--- config.mk ---
export PLATFORM = sky130hd
export DESIGN_NAME = serial_frame_unescape_unit
export DESIGN_NICKNAME = d
export VERILOG_FILES = /design/src/sfu_pkg.sv /design/src/sfu_core.sv /design/src/sfu_queue.sv /design/src/serial_frame_unescape_unit.sv
export SDC_FILE = /design/constraint.sdc
export NUM_CORES = 1
export LEC_CHECK = 0
export BUFFER_PORTS_ARGS = -buffer_cell sky130_fd_sc_hd__buf_4
export CAP_MARGIN = 10
export CORE_ASPECT_RATIO = 1.5
export CORE_MARGIN = 5
export CORE_UTILIZATION = 65
export DETAILED_ROUTE_END_ITERATION = 16
export PLACE_DENSITY = 0.95
export REMOVE_ABC_BUFFERS = 1
export SETUP_SLACK_MARGIN = 0.5
export SLEW_MARGIN = 10
export SYNTH_ARGS = -nofsm -noshare
export SYNTH_HDL_FRONTEND = slang
export SYNTH_HIERARCHICAL = 1
export SYNTH_SLANG_ARGS = --single-unit
--- constraint.sdc ---
create_clock -name clk_i -period 16.1 [get_ports clk_i]
set_clock_uncertainty 0.05 [all_clocks]
set_input_delay 1.61 -clock clk_i [delete_from_list [all_inputs] [get_ports clk_i]]
set_output_delay 1.61 -clock clk_i [all_outputs]
set_load 0.05 [all_outputs]
--- src/sfu_pkg.sv ---
// ----------------------------------------------------------------------------
// sfu_pkg: shared types and constants for the serial frame unescape unit
// Holds the configuration register map, mode codes and the beat structs
// passed between the decode core, the result queue and the top level.
// ----------------------------------------------------------------------------
package sfu_pkg;

  // byte width of the stream and of the length fields
  localparam int unsigned ByteW = 8;

  // xor mask applied to the byte that follows an escape
  localparam logic [ByteW-1:0] EscXor = 8'h20;

  // configuration register map
  localparam int unsigned CfgIdxW  = 3;
  localparam int unsigned CfgDataW = 8;

  typedef enum logic [CfgIdxW-1:0] {
    REG_FRAMING_MODE = 3'd0,
    REG_ESCAPE_BYTE  = 3'd1,
    REG_CODE_A       = 3'd2,
    REG_CODE_B       = 3'd3,
    REG_CODE_C       = 3'd4
  } sfu_reg_e;

  // framing mode codes, the unused code behaves as raw
  typedef enum logic [1:0] {
    MODE_AUTO   = 2'd0,
    MODE_FRAMED = 2'd1,
    MODE_RAW    = 2'd2
  } sfu_mode_e;

  // reset values of the configuration registers
  localparam logic [1:0]       ModeReset   = MODE_AUTO;
  localparam logic [ByteW-1:0] EscapeReset = 8'd125;
  localparam logic [ByteW-1:0] CodeAReset  = 8'd64;
  localparam logic [ByteW-1:0] CodeBReset  = 8'd65;
  localparam logic [ByteW-1:0] CodeCReset  = 8'd66;

  // live configuration seen by the core
  typedef struct packed {
    logic [1:0]       mode;
    logic [ByteW-1:0] escape;
    logic [ByteW-1:0] code_a;
    logic [ByteW-1:0] code_b;
    logic [ByteW-1:0] code_c;
  } sfu_cfg_t;

  // one result beat
  typedef struct packed {
    logic [ByteW-1:0] data;
    logic             last;
  } sfu_beat_t;

  // results produced by one input beat, first beat in slot 0
  typedef struct packed {
    logic [1:0] num;
    sfu_beat_t  beat1;
    sfu_beat_t  beat0;
  } sfu_res_t;

endpackage

--- src/sfu_core.sv ---
// ----------------------------------------------------------------------------
// sfu_core: per-byte decode of framing, header drop and escapes
// Keeps the packet state and turns each accepted input beat into zero,
// one or two result beats in the same cycle.
// ----------------------------------------------------------------------------
module sfu_core (
  input  logic                          clk_i,
  input  logic                          rst_ni,
  input  logic                          accept_i,
  input  logic [sfu_pkg::ByteW-1:0]     rx_byte_i,
  input  logic                          packet_start_i,
  input  logic [sfu_pkg::ByteW-1:0]     wanted_length_i,
  input  sfu_pkg::sfu_cfg_t             cfg_i,
  output sfu_pkg::sfu_res_t             res_o
);
  import sfu_pkg::*;

  typedef enum logic [1:0] {
    POS_FIRST  = 2'd0,
    POS_DETECT = 2'd1,
    POS_HEADER = 2'd2,
    POS_BODY   = 2'd3
  } pos_e;

  pos_e             pos_q, pos_d;
  logic [ByteW-1:0] held_q, held_d;
  logic             unframe_q, unframe_d;
  logic             esc_q, esc_d;
  logic [ByteW-1:0] cnt_q, cnt_d;
  logic [ByteW-1:0] tgt_q, tgt_d;

  // packet state after an optional restart
  pos_e             pos_s;
  logic [ByteW-1:0] held_s;
  logic             unframe_s;
  logic             esc_s;
  logic [ByteW-1:0] cnt_s;

  // emit requests before the length check
  logic             req0, req1;
  logic [ByteW-1:0] byte0, byte1;
  logic             fire0, fire1;
  logic [ByteW-1:0] cnt_mid;
  logic             code_hit;

  assign code_hit = (rx_byte_i == cfg_i.code_a) || (rx_byte_i == cfg_i.code_b) ||
                    (rx_byte_i == cfg_i.code_c);

  // restart and per-position decode
  always_comb begin
    pos_s     = pos_q;
    held_s    = held_q;
    unframe_s = unframe_q;
    esc_s     = esc_q;
    cnt_s     = cnt_q;
    tgt_d     = tgt_q;
    if (packet_start_i) begin
      pos_s     = POS_FIRST;
      held_s    = '0;
      unframe_s = 1'b0;
      esc_s     = 1'b0;
      cnt_s     = '0;
      tgt_d     = wanted_length_i;
    end

    pos_d     = pos_s;
    held_d    = held_s;
    unframe_d = unframe_s;
    esc_d     = esc_s;
    req0      = 1'b0;
    req1      = 1'b0;
    byte0     = rx_byte_i;
    byte1     = rx_byte_i;

    unique case (pos_s)
      POS_FIRST: begin
        if (tgt_d < ByteW'(2)) begin
          unframe_d = 1'b0;
          pos_d     = POS_BODY;
          req0      = 1'b1;
        end else begin
          unique case (cfg_i.mode)
            MODE_AUTO: begin
              held_d = rx_byte_i;
              pos_d  = POS_DETECT;
            end
            MODE_FRAMED: begin
              unframe_d = 1'b1;
              pos_d     = POS_HEADER;
            end
            default: begin
              unframe_d = 1'b0;
              pos_d     = POS_HEADER;
              req0      = 1'b1;
            end
          endcase
        end
      end
      POS_DETECT: begin
        pos_d = POS_BODY;
        if (code_hit) begin
          unframe_d = 1'b1;
        end else begin
          unframe_d = 1'b0;
          req0      = 1'b1;
          byte0     = held_s;
          req1      = 1'b1;
        end
      end
      POS_HEADER: begin
        pos_d = POS_BODY;
        req0  = !unframe_s;
      end
      POS_BODY: begin
        if (!unframe_s) begin
          req0 = 1'b1;
        end else if (cnt_s < tgt_d) begin
          if (esc_s) begin
            esc_d = 1'b0;
            req0  = 1'b1;
            byte0 = rx_byte_i ^ EscXor;
          end else if (rx_byte_i == cfg_i.escape) begin
            esc_d = 1'b1;
          end else begin
            req0 = 1'b1;
          end
        end
      end
      default: ;
    endcase
  end

  // length limit: each emit takes one count until the target is reached
  always_comb begin
    fire0   = req0 && (cnt_s < tgt_d);
    cnt_mid = fire0 ? cnt_s + ByteW'(1) : cnt_s;
    fire1   = req1 && fire0 && (cnt_mid < tgt_d);
    cnt_d   = fire1 ? cnt_mid + ByteW'(1) : cnt_mid;

    res_o.beat0.data = byte0;
    res_o.beat0.last = (cnt_mid == tgt_d);
    res_o.beat1.data = byte1;
    res_o.beat1.last = (cnt_d == tgt_d);
    res_o.num        = fire1 ? 2'd2 : (fire0 ? 2'd1 : 2'd0);
    if (!accept_i) begin
      res_o.num = 2'd0;
    end
  end

  // packet state registers
  always_ff @(posedge clk_i or negedge rst_ni) begin
    if (!rst_ni) begin
      pos_q     <= POS_FIRST;
      held_q    <= '0;
      unframe_q <= 1'b0;
      esc_q     <= 1'b0;
      cnt_q     <= '0;
      tgt_q     <= '0;
    end else if (accept_i) begin
      pos_q     <= pos_d;
      held_q    <= held_d;
      unframe_q <= unframe_d;
      esc_q     <= esc_d;
      cnt_q     <= cnt_d;
      tgt_q     <= tgt_d;
    end
  end

endmodule

--- src/sfu_queue.sv ---
// ----------------------------------------------------------------------------
// sfu_queue: four-entry result queue
// Takes up to two result beats per cycle from the core and hands them out
// one per cycle on the output stream while it is ready.
// ----------------------------------------------------------------------------
module sfu_queue (
  input  logic                      clk_i,
  input  logic                      rst_ni,
  input  sfu_pkg::sfu_res_t         res_i,
  output logic                      room_o,
  output logic                      valid_o,
  input  logic                      ready_i,
  output sfu_pkg::sfu_beat_t        beat_o
);
  import sfu_pkg::*;

  localparam int unsigned Depth = 4;
  localparam int unsigned PtrW  = $clog2(Depth);
  localparam int unsigned CntW  = PtrW + 1;

  sfu_beat_t         mem_q [Depth];
  logic [PtrW-1:0]   wr_q, wr_d;
  logic [PtrW-1:0]   rd_q, rd_d;
  logic [CntW-1:0]   cnt_q, cnt_d;
  logic              pop;
  logic [PtrW-1:0]   wr_next;

  // room for two beats means a full input beat can always be taken
  assign room_o  = (cnt_q <= CntW'(Depth - 2));
  assign valid_o = (cnt_q != '0);
  assign beat_o  = mem_q[rd_q];
  assign pop     = valid_o && ready_i;
  assign wr_next = wr_q + PtrW'(1);

  // pointer and fill count update
  always_comb begin
    wr_d  = wr_q + PtrW'(res_i.num);
    rd_d  = pop ? rd_q + PtrW'(1) : rd_q;
    cnt_d = cnt_q + CntW'(res_i.num) - (pop ? CntW'(1) : CntW'(0));
  end

  always_ff @(posedge clk_i or negedge rst_ni) begin
    if (!rst_ni) begin
      wr_q  <= '0;
      rd_q  <= '0;
      cnt_q <= '0;
    end else begin
      wr_q  <= wr_d;
      rd_q  <= rd_d;
      cnt_q <= cnt_d;
    end
  end

  // entry storage
  always_ff @(posedge clk_i) begin
    if (res_i.num != 2'd0) begin
      mem_q[wr_q] <= res_i.beat0;
    end
    if (res_i.num == 2'd2) begin
      mem_q[wr_next] <= res_i.beat1;
    end
  end

endmodule

--- src/serial_frame_unescape_unit.sv ---
// ----------------------------------------------------------------------------
// serial_frame_unescape_unit: byte unstuffing receiver for serial packets
// result beats are queued before they are offered; throughput: one input beat
// per cycle; one result beat leaves per cycle while m_axis_tready is high;
// input stalls only while the four-entry result queue has fewer than two free
// slots; reset clears packet state and the queue and loads register defaults
// ----------------------------------------------------------------------------
module serial_frame_unescape_unit (
  input  logic                           clk_i,
  input  logic                           rst_ni,
  // configuration write port
  input  logic                           cfg_we_i,
  input  logic [sfu_pkg::CfgIdxW-1:0]    cfg_idx_i,
  input  logic [sfu_pkg::CfgDataW-1:0]   cfg_data_i,
  // input stream
  input  logic                           s_axis_tvalid,
  output logic                           s_axis_tready,
  input  logic [15:0]                    s_axis_tdata,  // rx_byte, wanted_length
  input  logic                           s_axis_tuser,  // packet_start
  // output stream
  output logic                           m_axis_tvalid,
  input  logic                           m_axis_tready,
  output logic [7:0]                     m_axis_tdata,  // out_byte
  output logic                           m_axis_tlast
);
  import sfu_pkg::*;

  sfu_cfg_t  cfg_q;
  sfu_res_t  res;
  sfu_beat_t head;
  logic      accept;

  assign accept = s_axis_tvalid && s_axis_tready;

  // configuration registers
  always_ff @(posedge clk_i or negedge rst_ni) begin
    if (!rst_ni) begin
      cfg_q.mode   <= ModeReset;
      cfg_q.escape <= EscapeReset;
      cfg_q.code_a <= CodeAReset;
      cfg_q.code_b <= CodeBReset;
      cfg_q.code_c <= CodeCReset;
    end else if (cfg_we_i) begin
      unique case (cfg_idx_i)
        REG_FRAMING_MODE: cfg_q.mode   <= cfg_data_i[1:0];
        REG_ESCAPE_BYTE:  cfg_q.escape <= cfg_data_i;
        REG_CODE_A:       cfg_q.code_a <= cfg_data_i;
        REG_CODE_B:       cfg_q.code_b <= cfg_data_i;
        REG_CODE_C:       cfg_q.code_c <= cfg_data_i;
        default: ;
      endcase
    end
  end

  // decode core
  sfu_core u_core (
    .clk_i           (clk_i),
    .rst_ni          (rst_ni),
    .accept_i        (accept),
    .rx_byte_i       (s_axis_tdata[7:0]),
    .packet_start_i  (s_axis_tuser),
    .wanted_length_i (s_axis_tdata[15:8]),
    .cfg_i           (cfg_q),
    .res_o           (res)
  );

  // result queue
  sfu_queue u_queue (
    .clk_i   (clk_i),
    .rst_ni  (rst_ni),
    .res_i   (res),
    .room_o  (s_axis_tready),
    .valid_o (m_axis_tvalid),
    .ready_i (m_axis_tready),
    .beat_o  (head)
  );

  assign m_axis_tdata = head.data;
  assign m_axis_tlast = head.last;

endmodule
# Word-level counts from Yosys, hierarchy flattened
# Memories as Yosys holds them, arrays and structs flattened.
# Index checks and enable logic that the tools add are counted.
dict set report op_classes {
  reduce_logical 20
  mux 45
  bitwise 1
  order_cmp 4
  add_sub_neg 7
  n_eq_ne 15
}
# op n
set op_table {}
lappend op_table {{two-way mux 8 bit} 9}
lappend op_table {{== test 8 bit} 6}
lappend op_table {{two-way mux 1 bit} 23}
lappend op_table {{two-way mux 6 bit} 3}
lappend op_table {{adder 8 x 1 -> 8 bit, second input constant} 2}
lappend op_table {{< comparator 8 bit} 2}
lappend op_table {{one-hot mux 8 bit (2 select lines)} 1}
lappend op_table {{two-way mux 2 bit} 5}
lappend op_table {{AND reduction 2 bit} 5}
lappend op_table {{< comparator 8 x 2 -> 1 bit, second input constant} 1}
lappend op_table {{== test 2 bit, second input constant} 3}
lappend op_table {{== test 3 x 2 -> 1 bit, second input constant} 2}
lappend op_table {{logical AND 1 bit} 5}
lappend op_table {{adder 2 x 1 -> 2 bit, second input constant} 2}
lappend op_table {{== test 2 x 1 -> 1 bit, second input constant} 2}
lappend op_table {{zero test 2 bit} 2}
lappend op_table {{one-hot mux 1 bit (2 select lines)} 2}
lappend op_table {{one-hot mux 1 bit (4 select lines)} 1}
lappend op_table {{one-hot mux 2 bit (2 select lines)} 1}
lappend op_table {{OR reduction 2 bit} 2}
lappend op_table {{adder 3 x 2 -> 3 bit} 1}
lappend op_table {{== test 3 x 1 -> 1 bit, second input constant} 1}
lappend op_table {{== test 3 bit, second input constant} 1}
lappend op_table {{less-or-equal comparator 3 x 2 -> 1 bit, second input constant} 1}
lappend op_table {{8 further kinds} 9}
dict set report word_totals {
  mem_bits_rw 36
  n_memories 1
  wordCells 107
  regBits 69
  input_bits 33
}
# name depth word_bits read_ports rd_clocked_by_memory_dff write_ports line_no
set memory_table {}
lappend memory_table {u_queue.mem_q 4 9 1 0 2 sfu_queue.sv:21} ;# sfu_beat_t mem_q [Depth];

# Logic depth before layout (Yosys ltp)
# Gate-level depths: netlist (run 1).
dict set report depth {
  word_depth 15
  depth_mapped 28
  ltp_nobuf 23
}

# By module
# Netlist (run 1), hierarchy kept.
# module area_per_inst_um2 cells_each instances
set by_module_without_submodules {}
lappend by_module_without_submodules {sfu_core 3123.0 358 1}
lappend by_module_without_submodules {sfu_queue 2218.4 128 1}
lappend by_module_without_submodules {serial_frame_unescape_unit 1348.8 77 1}

# Least setup slack after synthesis (run 1)
# Ideal clock, no wire load.
dict set report synth_path {
  path_kind {input -> register}
  startpoint {input s_axis_tuser}
  endpoint {memory u_queue/mem_q[2][0] in the netlist's numbering, data pin}
  setup_slack_ns 9.115
  t_required_ns 15.919
  stages 25
  arrival_time_ns 6.804
  setup_ns 0.131
  cell_sequence {buf_6 > buf_2 > mux2_2 > inv_1 > ha_1 > nand3_1 > a21oi_1 > o31ai_4 > nand3_4 > a21oi_2 > buf_1 > mux2_2 > ha_1 > nor2b_1 > o211ai_1 > a21o_1 > and2_1 > nand2_1 > or4_1 > buf_2 > a32oi_1 > o22ai_1 > or4_1 > nor4_2 > mux2_2}
}
# element line_no
set synth_rtl {}
lappend synth_rtl {{start: declaration} serial_frame_unescape_unit.sv:19} ;# input logic s_axis_tuser,
lappend synth_rtl {{end: declaration} sfu_queue.sv:21}

==> metrics.csv, run 1 <==
stage,metric,value,unit
sta,Slew HR,29.5,%
die,die width,92.8,um
route,final wirelength,14.3,mm
sta,final hold vios,0,
cts,clk buf depth,2,
synth,Yosys Warn Count,6,
grt,first-pass GRT wire length,23.7,mm
setup_path,crit path capture,u_queue/mem_q[0][0],
placed_design,Post-DP HPWL,10.2,mm
sta,setup_tns,0,ps
grt,grt ovf,0,
grt,met1 usage,29.8,%
die,I/O pins,44,
setup_path,reg-to-reg critical path startpoint,u_core/tgt_q[3],
sta,Slew @ Worst Pin,1050,ps
grt,vias in the first global route,4725,
setup_path,crit path launch,s_axis_tuser,
sta,# setup viols final,0,
setup_path,Worst R2R End,u_queue/mem_q[0][0],
cts,hold buffers post-CTS,0,
cts,CTS Buf Count,9,
setup_path,maximum fanout along the worst path,32,
cts,post-CTS sizing,0,
route,DRC Markers,0,
synth,"Distinct cells, synth",76,
power_and_ir_drop,Pleak,0.00303,uW
synth,syn_area_per_cell,11.9,um^2
run_status,status,"finished, final reports clean",
placed_design,port bufs,43,
cts,clock latency on the worst-skew pair,350,ps
finish,"commonest non-fill, non-tap cells in the layout","mux2_2, dfrtp_1, buf_4",
job,max-cap violations,0,
min_path,Hold Crit Class,flip-flop to flip-flop,
die,DIE AREA,12500,um^2
synth,"Seq/Total Area, Yosys",42.2,%
cts,"Reg clk slew, reported paths",70,ps
setup_path,"Worst Path Class, Setup",input port to flip-flop,
synth,Syn Inst Count,563,
sta,max-slew violations,0,
setup_path,Required @ worst endpoint,16260,ps
setup_path,CP arrival,8160,ps
synth,Seq cells post-synth,105,
power_and_ir_drop,Final Power,1060,uW
finish,Antenna Cells,0,
cts,CTS tree,done,
setup_path,R2R Setup Slk,9430,ps
finish,share of layout cells above drive strength 1,31.4,%
cts,H-tree depth,3,
grt,initial antenna violation count,0,
setup_path,Reg2Reg Depth,21,
setup_path,Critical Path Start Type,input port,
route,Vias,4486,
cts,Clock Root Buffer,clkbuf_16,
finish,area grow syn2layout,8.51,%
synth,ys async rst share,65.7,%
placed_design,gpl congestion,0.881,
die,Core Box Area,10100,um^2
route,wire length per cell,20.3,um
grt,M3 GR Usage,2.69,%
grt,gr usage total,24.1,%
sta,Final period util,49.6,%
setup_path,Setup crit end kind,flip-flop,
finish,Final Core Density,72.0,%
route,post-route ant nets,0,
synth,synthesized area,6690,um^2
die,Initial Utilization,66.4,%
min_path,hold depth,1,
synth,ys flop type,dfrtp_1,
die,Site Rows,45,
die,Chip Height,134,um
route,Initial DRC Count,232,
finish,"commonest non-fill, non-tap cell in the layout",mux2_2,
cts,clock tree sinks,105,
route,DRT Pass-1 Iters,5,
sta,min cycle time layout,7990,ps
cts,Post CTS Setup Buffer Count,0,
power_and_ir_drop,Max rail drop VDD,0.0874,mV
grt,grt peak-use layer,met2,
grt,grt met2 use,42.8,%
power_and_ir_drop,pwr dens,146,nW/um^2
grt,largest net degree at the start of global routing,70,
sta,FMAX,0.125,GHz
synth,Post-synth EDFFs,36,
sta,unrepaired setup endpoints after global routing,no,
finish,Post-layout nets,640,
route,vias per std cell,6.38,
## power by group
part	internal [uW]	total, uW	switching, uW	leakage, uW
Combinational	186	416	230	0.00172
Clock	124	226	103	0.000156
Sequential	350	414	64.7	0.00115
Total	660	1060	397	0.00303
## cell usage after synthesis (3+ instances only)
cell | instances | area, um^2
mux2_4 | 9 | 135
nor2b_1 | 10 | 62.6
a21o_1 | 6 | 45.0
buf_6 | 5 | 56.3
and4bb_2 | 3 | 37.5
or2_2 | 4 | 25.0
dfstp_2 | 11 | 289
mux2i_1 | 6 | 60.1
clkbuf_1 | 8 | 30.0
nor2_1 | 19 | 71.3
a31o_2 | 3 | 26.3
a21oi_1 | 19 | 95.1
dfrtp_1 | 58 | 1450
ha_1 | 25 | 313
mux4_2 | 9 | 203
and2_1 | 5 | 31.3
nand4_1 | 9 | 56.3
nand2_1 | 23 | 86.3
o21ai_0 | 7 | 35.0
o21ai_1 | 3 | 15.0
nor3_1 | 4 | 20.0
o211ai_1 | 3 | 22.5
a22o_1 | 15 | 131
edfxtp_1 | 36 | 1080
nand2b_1 | 9 | 56.3
xnor2_1 | 40 | 350
mux2_2 | 69 | 777
mux2i_2 | 3 | 41.3
inv_1 | 20 | 75.1
nor4_1 | 5 | 31.3
buf_2 | 16 | 80.1
buf_4 | 9 | 67.6
xor2_1 | 20 | 175
and3_1 | 5 | 31.3
nand3_1 | 14 | 70.1
## state kept, by name, summed over array words and instances (netlist names)
signal,cells
u_core/cnt_q,8
u_core/held_q,8
u_core/tgt_q,8
u_core/esc_q,1
u_queue/mem_q,36
cfg_q,34
u_queue/cnt_q,3
u_queue/rd_q,2
u_core/pos_q,2
u_queue/wr_q,2
u_core/unframe_q,1
## stage by stage
stage,instance area (um^2),hold WS [ps],cells,setup slack (ps)
after CTS,7260,456,703,8190
after global routing,7260,462,703,7510
final,7260,455,703,8110
after detailed placement,6950,432,687,7860
after global placement,6950,422,687,8090
after floorplan,6450,401,523,8860
## worst min-delay path by stage
stage,startpoint,endpoint
floorplan,u_core/pos_q[0],u_core/pos_q[0]
finish,u_core/held_q[3],u_core/held_q[3]
CTS,u_core/held_q[7],u_core/held_q[7]
global placement,u_core/pos_q[1],u_core/pos_q[1]
detailed placement,u_core/held_q[3],u_core/held_q[3]
global route,u_core/held_q[7],u_core/held_q[7]
## worst max-delay path, stage by stage
cell	delay (ps)
buf_4	320
mux2i_1	600
ha_1	360
nand4bb_1	110
a21oi_1	120
o31ai_4	270
nand3_4	150
a21oi_2	680
nand3_1	180
xnor2_1	390
ha_1	340
a21oi_1	180
nand2_1	70
a21oi_1	190
and2_1	210
nand2_1	110
or4_1	670
a32oi_1	210
o22ai_1	90
or4_1	520
nor4_2	490
mux2_2	250
## layer usage
metal / share of wire, % / vias up / wire length [um]
met5: 0 / - / 0
met4: 3.1 / 0 / 443
met3: 4.2 / 41 / 601
met2: 53 / 141 / 7530
met1: 40 / 2215 / 5710
li1: - / 2089 / -
## logic make-up after synthesis
group / after synthesis / share of synthesized area, %
compound gates: 83 / 9.33
buf+inv: 60 / 4.73
xor+xnor: 62 / 8.53
fa+ha+maj: 26 / 4.97
mux: 96 / 18.2
simple gates: 131 / 12.1
flops: 105 / 42.2
## final cells by class
class / instances / area (um^2)
multi-input cells: 398 / 3550
well taps: 117 / 146
clock inverters: 4 / 40.0
flip-flops and latches: 105 / 2820
inverters: 20 / 75.1
clock buffers: 12 / 272
repair buffers: 47 / 353
fillers: 655 / 2820
Note: power is estimated with default switching activity, not from simulation.
==> run 2: changes to the inputs <==
--- a/config.mk
+++ b/config.mk
@@ -9,9 +9,9 @@
 export CAP_MARGIN = 10
 export CORE_ASPECT_RATIO = 1.5
 export CORE_MARGIN = 5
-export CORE_UTILIZATION = 65
+export CORE_UTILIZATION = 56
 export DETAILED_ROUTE_END_ITERATION = 16
-export PLACE_DENSITY = 0.95
+export PLACE_DENSITY = 0.89
 export REMOVE_ABC_BUFFERS = 1
 export SETUP_SLACK_MARGIN = 0.5
 export SLEW_MARGIN = 10
==> constraint.sdc (replaced) <==
create_clock -name clk_i -period 6.55 [get_ports clk_i]
set_clock_uncertainty 0.05 [all_clocks]
set_input_delay 0.655 -clock clk_i [delete_from_list [all_inputs] [get_ports clk_i]]
set_output_delay 0.655 -clock clk_i [all_outputs]
set_load 0.05 [all_outputs]
==> run 2 against run 1 <==
Net effect:
- critical endpoint is now u_queue/mem_q[2][0]
- total power is 150% higher
- worst hold slack got worse by 87 ps
- routed wire length up 3.6%
- cell area up 3.4%
- clock power up 130%
- utilization fell by 8.6 points
- final cell count grew 8.3%
- count of clock-buffer cells in the layout rose by 3
- register-to-register slack got worse by 8600 ps
- combinational power grew to 2.6 times the previous value
- via count increased by 3.1%
==> metrics.csv, run 2 (same netlist as run 1, synthesis figures left out) <==
stage,metric,value,unit,change
finish,Post-layout nets,662,,was 640
route,wire length per cell,19.5,um,was 20.3 um
cts,hold buffers post-CTS,0,,unchanged
cts,clock tree sinks,105,,unchanged
finish,largest registers,"u_queue/mem_q x36, cfg_q x34",,unchanged
route,Vias,4625,,"was 4,486"
power_and_ir_drop,switching power,973,uW,was 397 uW
finish,Antenna Cells,0,,unchanged
sta,# setup viols final,0,,unchanged
sta,unrepaired setup endpoints after global routing,no,,unchanged
min_path,Hold Crit Class,input port to asynchronous set/reset pin,,was flip-flop to flip-flop
finish,share of layout cells above drive strength 1,34.5,%,was 31.4%
die,Initial Utilization,56.5,%,was 66.4%
job,max-cap violations,0,,unchanged
route,DRT Pass-1 Iters,5,,unchanged
cts,Clock Root Buffer,clkbuf_16,,unchanged
die,Site Rows,49,,was 45
grt,vias in the first global route,4858,,"was 4,725"
grt,initial antenna violation count,0,,unchanged
cts,clk buf depth,2,,unchanged
route,Initial DRC Count,337,,was 232
die,Core Box Area,11800,um^2,"was 10,100 um^2"
grt,first-pass GRT wire length,24.3,mm,was 23.7 mm
sta,FMAX,0.170,GHz,
finish,area grow syn2layout,12.2,%,was 8.51%
placed_design,Post-DP HPWL,10.6,mm,was 10.2 mm
sta,max-slew violations,0,,unchanged
setup_path,"Slowest-stage cell, CP",or4_4,,was a21oi_2
setup_path,Required @ worst endpoint,6720,ps,"was 16,260 ps"
cts,clock latency on the worst-skew pair,340,ps,was 350 ps
sta,setup_tns,0,ps,unchanged
sta,min cycle time layout,5870,ps,
route,DRC Markers,0,,unchanged
setup_path,maximum fanout along the worst path,19,,was 32
setup_path,Critical Path Start Type,input port,,unchanged
setup_path,"CP delay by family, top",simple AND/OR/NAND/NOR gates,,unchanged
die,DIE AREA,14300,um^2,"was 12,500 um^2"
finish,"commonest non-fill, non-tap cell in the layout",buf_4,,was mux2_2
setup_path,"most used cell, CP",mux2_2,,was a21oi_1
setup_path,CP arrival,6030,ps,was 8160 ps
sta,Slew @ Worst Pin,910,ps,was 1050 ps
setup_path,cells along the critical path,buf_8 > mux2_2 > inv_2 > ha_1 > nand3_1 > a21oi_1 > o31ai_4 > nand3_4 > a21oi_4 > buf_4 > mux2_2 > ha_1 > nor2b_1 > o211ai_1 > a21o_1 > and2_4 > nand2_2 > or4_4 > a32oi_1 > o22ai_1 > or4_4 > nor4_4 > mux2_2,,was buf_4 > mux2i_1 > ha_1 > nand4bb_1 > a21oi_1 > o31ai_4 > nand3_4 > a21oi_2 > nand3_1 > xnor2_1 > ha_1 > a21oi_1 > nand2_1 > a21oi_1 > and2_1 > nand2_1 > or4_1 > a32oi_1 > o22ai_1 > or4_1 > nor4_2 > mux2_2
power_and_ir_drop,Seq pwr share,38.7,%,was 39.2%
power_and_ir_drop,Max rail drop VDD,0.177,mV,was 0.0874 mV
grt,gr usage total,21.5,%,was 24.1%
power_and_ir_drop,Clock power frac,20.1,%,was 21.4%
setup_path,"Worst Path Class, Setup",input port to flip-flop,,unchanged
power_and_ir_drop,Cell Int Power,1650,uW,was 660 uW
power_and_ir_drop,pwr dens,350,nW/um^2,was 146 nW/um^2
power_and_ir_drop,Net Sw Frac,37.1,%,was 37.6%
power_and_ir_drop,Pleak,0.00315,uW,was 0.00303 uW
sta,Final period util,89.6,%,
sta,final hold vios,0,,unchanged
placed_design,gpl congestion,0.980,,was 0.881
finish,max reg flops,36,,unchanged
run_status,status,"finished, final reports clean",,unchanged
die,I/O pins,44,,unchanged
setup_path,CP Buf/Inv Count,3,,was 1
cts,CTS Buf Count,9,,unchanged
grt,grt ovf,0,,unchanged
cts,H-tree depth,3,,unchanged
route,final wirelength,14.8,mm,was 14.3 mm
cts,CTS tree,done,,unchanged
setup_path,Setup crit end kind,flip-flop,,unchanged
placed_design,port bufs,43,,unchanged
route,post-route ant nets,0,,unchanged
finish,"commonest non-fill, non-tap cells in the layout","buf_4, mux2_2, dfrtp_1",,"was mux2_2, dfrtp_1, buf_4"
die,die width,99.2,um,was 92.8 um
cts,"Reg clk slew, reported paths",70,ps,about the same
setup_path,CP max stage delay,540,ps,was 680 ps
power_and_ir_drop,Final Power,2630,uW,was 1060 uW
sta,Slew HR,39.1,%,was 29.5%
die,Chip Height,144,um,was 134 um
finish,Top reg by flops,u_queue/mem_q,,unchanged
finish,fillers,867,,was 655
power_and_ir_drop,combinational power share,41.2,%,was 39.4%
route,vias per std cell,6.08,,was 6.38
grt,largest net degree at the start of global routing,70,,unchanged
-- run 2: cell types whose count changed in the layout (fill, tap and decap cells not counted), sizes merged --
cell / delta
buf: +22
clkbuf: +3
inv: -3
-- run 2: worst register-to-register path, stage by stage (launching register included) --
cell      delay (ps)
dfrtp_1          410
mux2_2           320
inv_2             90
ha_1             230
nand3_1          120
a21oi_1           90
o31ai_4          310
nand3_4          150
a21oi_4          280
buf_4            180
mux2_2           350
ha_1             300
nor2b_1          140
o211ai_1         210
a21o_1           170
and2_4           160
nand2_2           80
or4_4            540
a32oi_1          180
o22ai_1          110
or4_4            530
nor4_4           370
mux2_2           210
-- run 2: what timing repair did --
| item | in CTS | in global routing |
|---|---|---|
| setup endpoints to repair | 13 | 13 |
| setup buffers | 3 | 2 |
| pin swaps | 0 | 3 |
| cloned | 0 | 0 |
| resized for setup | 2 | 11 |
-- run 2: final cells by class --
| cell class | instances | area [um^2] | share of cell area [%] |
|---|---|---|---|
| Multi-Input combinational cell | 398 | 3600 | 48.0 |
| Clock buffer | 15 | 283 | 3.77 |
| Sequential cell | 105 | 2820 | 37.6 |
| Timing Repair Buffer | 69 | 526 | 7.00 |
| Clock inverter | 1 | 8.76 | 0.117 |
| Inverter | 20 | 75.1 | 1.00 |
| Tap cell | 153 | 191 | 2.55 |
-- run 2: layer usage --
metal  up-vias  wire length [um]  GRT usage, %
met5         -                 0             0
met4         0               427          9.14
met3        35               638          3.25
met2       150              7960          38.8
met1      2301              5780          25.2
li1       2139                 -             -
-- run 2: path summary, 6_finish.rpt --
check	slack, ps	end	start	cells past startpoint
max in group asynchronous	5480	u_core/held_q[0]	rst_ni	1
min reg2reg	450	u_core/pos_q[1]	u_core/pos_q[1]	2
min in group clk_i	450	u_core/pos_q[1]	u_core/pos_q[1]	2
max reg2reg	850	u_queue/mem_q[2][0]	u_core/tgt_q[4]	22
max	680	u_queue/mem_q[2][0]	s_axis_tuser	23
min	370	u_core/tgt_q[1]	rst_ni	1
-- run 2: power groups by stage --
stage	clock, uW	sequential, uW	combinational, uW
2_1_floorplan	0	981	775
3_3_place_gp	0	1020	1000
3_5_place_dp	0	1030	1040
4_1_cts	534	1020	1070
5_1_grt	565	1040	1170
6_report	528	1020	1080
-- run 2: through the flow --
step / util, % / area (um^2) / std cells / hold slack (ps) / worst slack, ps
floorplan: - / 6450 / 523 / 309 / 265
CTS: 63.0 / 7450 / 759 / 419 / 520
finish: 63.4 / 7500 / 761 / 368 / 684
detailed placement: 60.2 / 7120 / 740 / 428 / -167
global placement: 60.2 / 7120 / 740 / 417 / 203
global route: 63.4 / 7500 / 761 / 441 / 487
